[src/design/bse_pkg.sv]
// Shared types and constants for the billboard sprite expander.
// No dependencies; imported by the interfaces, the coordinate lane and the top level.
`timescale 1ns / 1ps
`default_nettype none

package bse_pkg;

  localparam int unsigned CFG_IDX_W  = 3;
  localparam int unsigned CFG_DATA_W = 48;

  typedef enum logic [CFG_IDX_W-1:0] {
    REG_CAM_RIGHT    = 3'd0,
    REG_CAM_UP       = 3'd1,
    REG_PIVOT_FLAGS  = 3'd2,
    REG_ATLAS_ENABLE = 3'd3,
    REG_ATLAS_ORIGIN = 3'd4,
    REG_ATLAS_STEP   = 3'd5
  } cfg_reg_e;

  localparam int unsigned PIV_LEFT_BIT   = 3;
  localparam int unsigned PIV_TOP_BIT    = 4;
  localparam int unsigned PIV_RIGHT_BIT  = 5;
  localparam int unsigned PIV_BOTTOM_BIT = 6;

  localparam logic [15:0] UV_ONE = 16'h1000;

  typedef struct packed {
    logic left;
    logic right;
    logic top;
    logic bottom;
  } anchor_t;

  typedef struct packed {
    logic load_prod;
    logic load_out;
  } lane_ctrl_t;

endpackage

`default_nettype wire

[src/design/bse_coord_lane.sv]
// One coordinate lane: corner offset, size multiply, rounding, centre add, saturation.
// Depends on bse_pkg for the anchor and stage control types.
`timescale 1ns / 1ps
`default_nettype none

module bse_coord_lane (
  input  wire logic               clk_i,
  input  wire bse_pkg::lane_ctrl_t ctrl_i,
  input  wire logic signed [31:0] pos_i,
  input  wire logic        [30:0] scale_i,
  input  wire logic signed [15:0] right_i,
  input  wire logic signed [15:0] up_i,
  input  wire bse_pkg::anchor_t   anchor_i,
  input  wire logic        [1:0]  corner_i,
  output logic signed      [31:0] coord_o
);
  import bse_pkg::*;

  localparam int unsigned OFF_W  = 19;
  localparam int unsigned PROD_W = 32 + OFF_W;
  localparam int unsigned RND_SH = 15;
  localparam int unsigned SHR_W  = PROD_W - RND_SH;
  localparam int unsigned SUM_W  = SHR_W + 1;

  function automatic logic signed [OFF_W-1:0] corner_offset(
    input logic signed [15:0] r,
    input logic signed [15:0] u,
    input anchor_t            a,
    input logic        [1:0]  c
  );
    logic signed [OFF_W-1:0] r1;
    logic signed [OFF_W-1:0] u1;
    logic signed [OFF_W-1:0] h;
    logic signed [OFF_W-1:0] v;
    logic                    side;
    logic                    upper;
    r1    = OFF_W'(r);
    u1    = OFF_W'(u);
    side  = (c == 2'd1) || (c == 2'd2);
    upper = (c == 2'd0) || (c == 2'd2);
    if (a.left) begin
      h = side ? (r1 <<< 1) : '0;
    end else if (a.right) begin
      h = side ? '0 : -(r1 <<< 1);
    end else begin
      h = side ? r1 : -r1;
    end
    if (a.top) begin
      v = upper ? (u1 <<< 1) : '0;
    end else if (a.bottom) begin
      v = upper ? '0 : -(u1 <<< 1);
    end else begin
      v = upper ? -u1 : u1;
    end
    return h + v;
  endfunction

  logic signed [OFF_W-1:0]  off;
  logic signed [31:0]       scale_s;
  logic signed [PROD_W-1:0] prod_d;
  logic signed [PROD_W-1:0] prod_q;
  logic signed [31:0]       pos_q;
  logic signed [PROD_W-1:0] rnd;
  logic signed [SHR_W-1:0]  shr;
  logic signed [SUM_W-1:0]  sum;
  logic signed [31:0]       coord_d;
  logic signed [31:0]       coord_q;

  assign off     = corner_offset(right_i, up_i, anchor_i, corner_i);
  assign scale_s = signed'({1'b0, scale_i});
  assign prod_d  = PROD_W'(scale_s) * PROD_W'(off);

  assign rnd = prod_q + PROD_W'(1 << (RND_SH - 1));
  assign shr = rnd[PROD_W-1:RND_SH];
  assign sum = SUM_W'(shr) + SUM_W'(pos_q);

  always_comb begin
    if (sum[SUM_W-1:31] != {(SUM_W-31){sum[SUM_W-1]}}) begin
      coord_d = sum[SUM_W-1] ? 32'sh8000_0000 : 32'sh7FFF_FFFF;
    end else begin
      coord_d = sum[31:0];
    end
  end

  always_ff @(posedge clk_i) begin
    if (ctrl_i.load_prod) begin
      prod_q <= prod_d;
      pos_q  <= pos_i;
    end
    if (ctrl_i.load_out) begin
      coord_q <= coord_d;
    end
  end

  assign coord_o = coord_q;

endmodule

`default_nettype wire

[config.mk]
export PLATFORM = sky130hd
export DESIGN_NAME = bse_coord_lane
export DESIGN_NICKNAME = d
export VERILOG_FILES = /design/src/design/bse_pkg.sv /design/src/design/bse_coord_lane.sv
export SDC_FILE = /design/constraint.sdc
export NUM_CORES = 2
export LEC_CHECK = 0
export ABC_AREA = 1
export BUFFER_PORTS_ARGS = -buffer_cell sky130_fd_sc_hd__buf_4
export CAP_MARGIN = 40
export CORE_ASPECT_RATIO = 0.7
export CORE_MARGIN = 2
export CORE_UTILIZATION = 65
export CTS_BUF_LIST = sky130_fd_sc_hd__clkbuf_8
export CTS_CLUSTER_DIAMETER = 200
export CTS_CLUSTER_SIZE = 12
export DETAILED_ROUTE_END_ITERATION = 7
export PLACE_DENSITY_LB_ADDON = 0.08
export RECOVER_POWER = 25
export SLEW_MARGIN = 25
export SYNTH_ARGS = -nofsm -noshare
export SYNTH_HDL_FRONTEND = slang
export SYNTH_SLANG_ARGS = --single-unit
export TNS_END_PERCENT = 5
[constraint.sdc]
create_clock -name clk_i -period 17.87 [get_ports clk_i]
set_input_delay 0 -clock clk_i [delete_from_list [all_inputs] [get_ports clk_i]]
set_output_delay 0 -clock clk_i [all_outputs]
set_load 0.02 [all_outputs]
==> results.json <==
{
  "syn_area_um2": 29040,
  "grt_overflow": 0,
  "cts_max_level": 3,
  "netlist_instances": 3820,
  "clk_pin_slew_worst_paths_ns": 0.11,
  "critPathKind": "primary input to flop",
  "clockBufferDepth": 2,
  "drcViolationCount": 0,
  "numCtsBuffers": 9,
  "yosysTopAreaCell": "fa_1",
  "die-area_um2": 46410,
  "vias_per_cell": 5.798,
  "dr.pass1.iters": 6,
  "ant_nets": 0,
  "max_freq_mhz": 94.75,
  "max-slew-margin-rel_pct": -27.30,
  "track_usage_pct": 38.90,
  "fillCellCount": 3603,
  "period_share_pct": 59.06,
  "ioPinCount": 136,
  "setup_viol": 0,
  "antenna_found_initial": 0,
  "synth_seq_cells": 101,
  "synth_top_area_share_pct": 33.99,
  "yosysWarnings": 0,
  "routedWlPerCell_um": 19.69,
  "grt_max_degree": 70,
  "drive_gt1_share_pct": 6.048,
  "synth.distinct_cells": 58,
  "synth.net_count": 4657,
  "diodes": 0,
  "syn_area_per_cell_um2": 7.602,
  "cp.required_ns": 18.07,
  "critPathSlowestCell": "ha_1",
  "wl_mm": 88.52,
  "worst_pin_slew_ns": 1.910,
  "cts.sinks": 101,
  "dominantRegCellSynth": "edfxtp_1",
  "setup_tns_ns": 0,
  "status": "complete, but fails checks",
  "seqCellArea_um2": 3033,
  "violations": "max-capacitance violations, max-slew violations",
  "dr.first_iter.drc_count": 2858,
  "place_hpwl_mm": 72.71,
  "utilization_pct": 70.59,
  "fp.dieW_um": 256.6,
  "r2r_slack_ns": 12.82,
  "start_util_pct": 66.17,
  "synth_edf_count": 101,
  "skew_ns": 0.01427,
  "cap_violations": 2,
  "die_h_um": 180.8,
  "portBuffers": 135,
  "multi_input_area_um2": 22200,
  "finalMaxSlewViolations": 33,
  "hold_viol": 0,
  "cts_resized": 0,
  "synth_top_cells_by_area": "fa_1 (34%), nand2_1 (12%), inv_1 (11%)",
  "grt_pass1_wl_mm": 141.3,
  "rows": 64,
  "grt_pass1_vias": 26560,
  "cp-end-kind": "flop",
  "slowest_delay_ns": 1.01,
  "rsz0062_at_grt": "no",
  "syn2layout_area_growth_pct": 6.670,
  "layout.nets": 4734,
  "crit_arrival_ns": 10.75,
  "period_needed_ns": 10.55,
  "cts_tree": "built",
  "async_flop_share_pct": 0,
  "gp_congestion": 1.046,
  "hold_path_class": "primary input to flop",
  "cp_max_fo": 27,
  "root_buffer": "clkbuf_8",
  "insertion_delay_ns": 0.40,
  "cp-start-kind": "primary input",
  "ys_seq_area_share_pct": 10.44,
  "vias": 26070,
  "coreArea_um2": 43880
}
-- registers in the layout, indices dropped and copies added (netlist names) --
| name | count |
|---|---|
| coord_o | 32 |
| pos_q | 32 |
| prod_q | 37 |
-- worst max-delay path, delay by kind of cell --
kind,cells,cell delay (ns)
fa+ha+maj,10,5.31
buf+inv,10,2.11
compound gates,8,1.60
simple gates,9,1.41
xor+xnor,1,0.29
-- stage by stage --
stage	hold slack (ns)	setup slack (ns)	cell area, um2	cells
6_report	0.3205	7.316	30970	4496
5_1_grt	0.3210	6.832	30970	4496
4_1_cts	0.05206	7.522	30920	4493
3_5_place_dp	0.1793	7.128	30420	4445
3_3_place_gp	0.1792	7.155	30360	4441
2_1_floorplan	0.09887	9.311	29040	3820
-- layer usage --
| layer | up-vias | part of all wire (%) | wire, um | GRT usage, % |
|---|---|---|---|---|
| li1 | 11740 | - | - | - |
| met1 | 12560 | 41 | 36320 | 56.06 |
| met2 | 1564 | 43 | 37800 | 58.16 |
| met3 | 211 | 13 | 11930 | 11.07 |
| met4 | 0 | 2.8 | 2471 | 9.860 |
| met5 | - | 0 | 0 | 0 |
-- kinds of logic (layout without fill, tap and decap cells) --
group,Yosys count,count (layout),synth area share [%]
AO/OA/AOI/OAI,367,367,7.067
XOR/XNOR,100,100,3.016
buffers and inverters,994,1076,13.14
adder cells (fa/ha/maj),733,733,44.33
AND/OR/NAND/NOR,1525,1525,22.00
flip-flops,101,101,10.44
-- final timing paths --
kind,depth (start not counted),start,to
max,38,corner_i[0],prod_q[36]
min,2,pos_i[23],pos_q[23]
min reg2reg,3,pos_q[0],coord_o[0]
max reg2reg,28,prod_q[14],coord_o[8]
-- Yosys cell counts, types with 7 or more instances --
master	n
ha_1	240
buf_1	8
clkinv_1	7
o21ai_0	98
nor2_1	327
nor3_1	34
nor2_4	20
o21bai_1	12
inv_2	9
nor4_1	10
a31oi_1	15
a221oi_1	14
or2_2	9
edfxtp_1	101
xor2_1	72
a21o_1	11
a21oi_1	184
nand2_2	9
nand3_1	161
fa_1	493
xnor2_1	28
inv_1	855
nand4_1	21
buf_2	15
nand2_1	904
clkbuf_1	92
-- cell usage in the layout, fill, tap and decap left out, types with 7 or more instances in the layout --
master and count:
a21o_1 11, a21oi_1 184, a221oi_1 14, a31oi_1 15, buf_4 144, clkbuf_8 9
clkinv_1 7, dlygate4sd3_1 32, edfxtp_1 101, fa_1 493, ha_1 240, inv_1 855
inv_2 9, nand2_1 904, nand2_2 9, nand3_1 161, nand4_1 21, nor2_1 327
nor2_4 22, nor3_1 34, nor4_1 10, o21ai_0 98, o21bai_1 12, or2_2 9
xnor2_1 28, xor2_1 72
-- what timing repair did --
item,CTS,global route
setup buffers,0,0
hold endpoints to repair,32,0
hold buffers,32,0
-- final cells by class --
class / count / share of cell area (%)
flip-flops and latches: 101 / 9.792
repair buffers: 189 / 5.001
well taps: 594 / 2.399
multi-input cells: 2725 / 71.67
clock inverters: 7 / 0.1858
clock buffers: 9 / 0.3999
inverters: 871 / 10.56
Power is left out: the tool's default activity adds up to more than one toggle a clock period on the data nets, which glitch-free logic cannot reach.
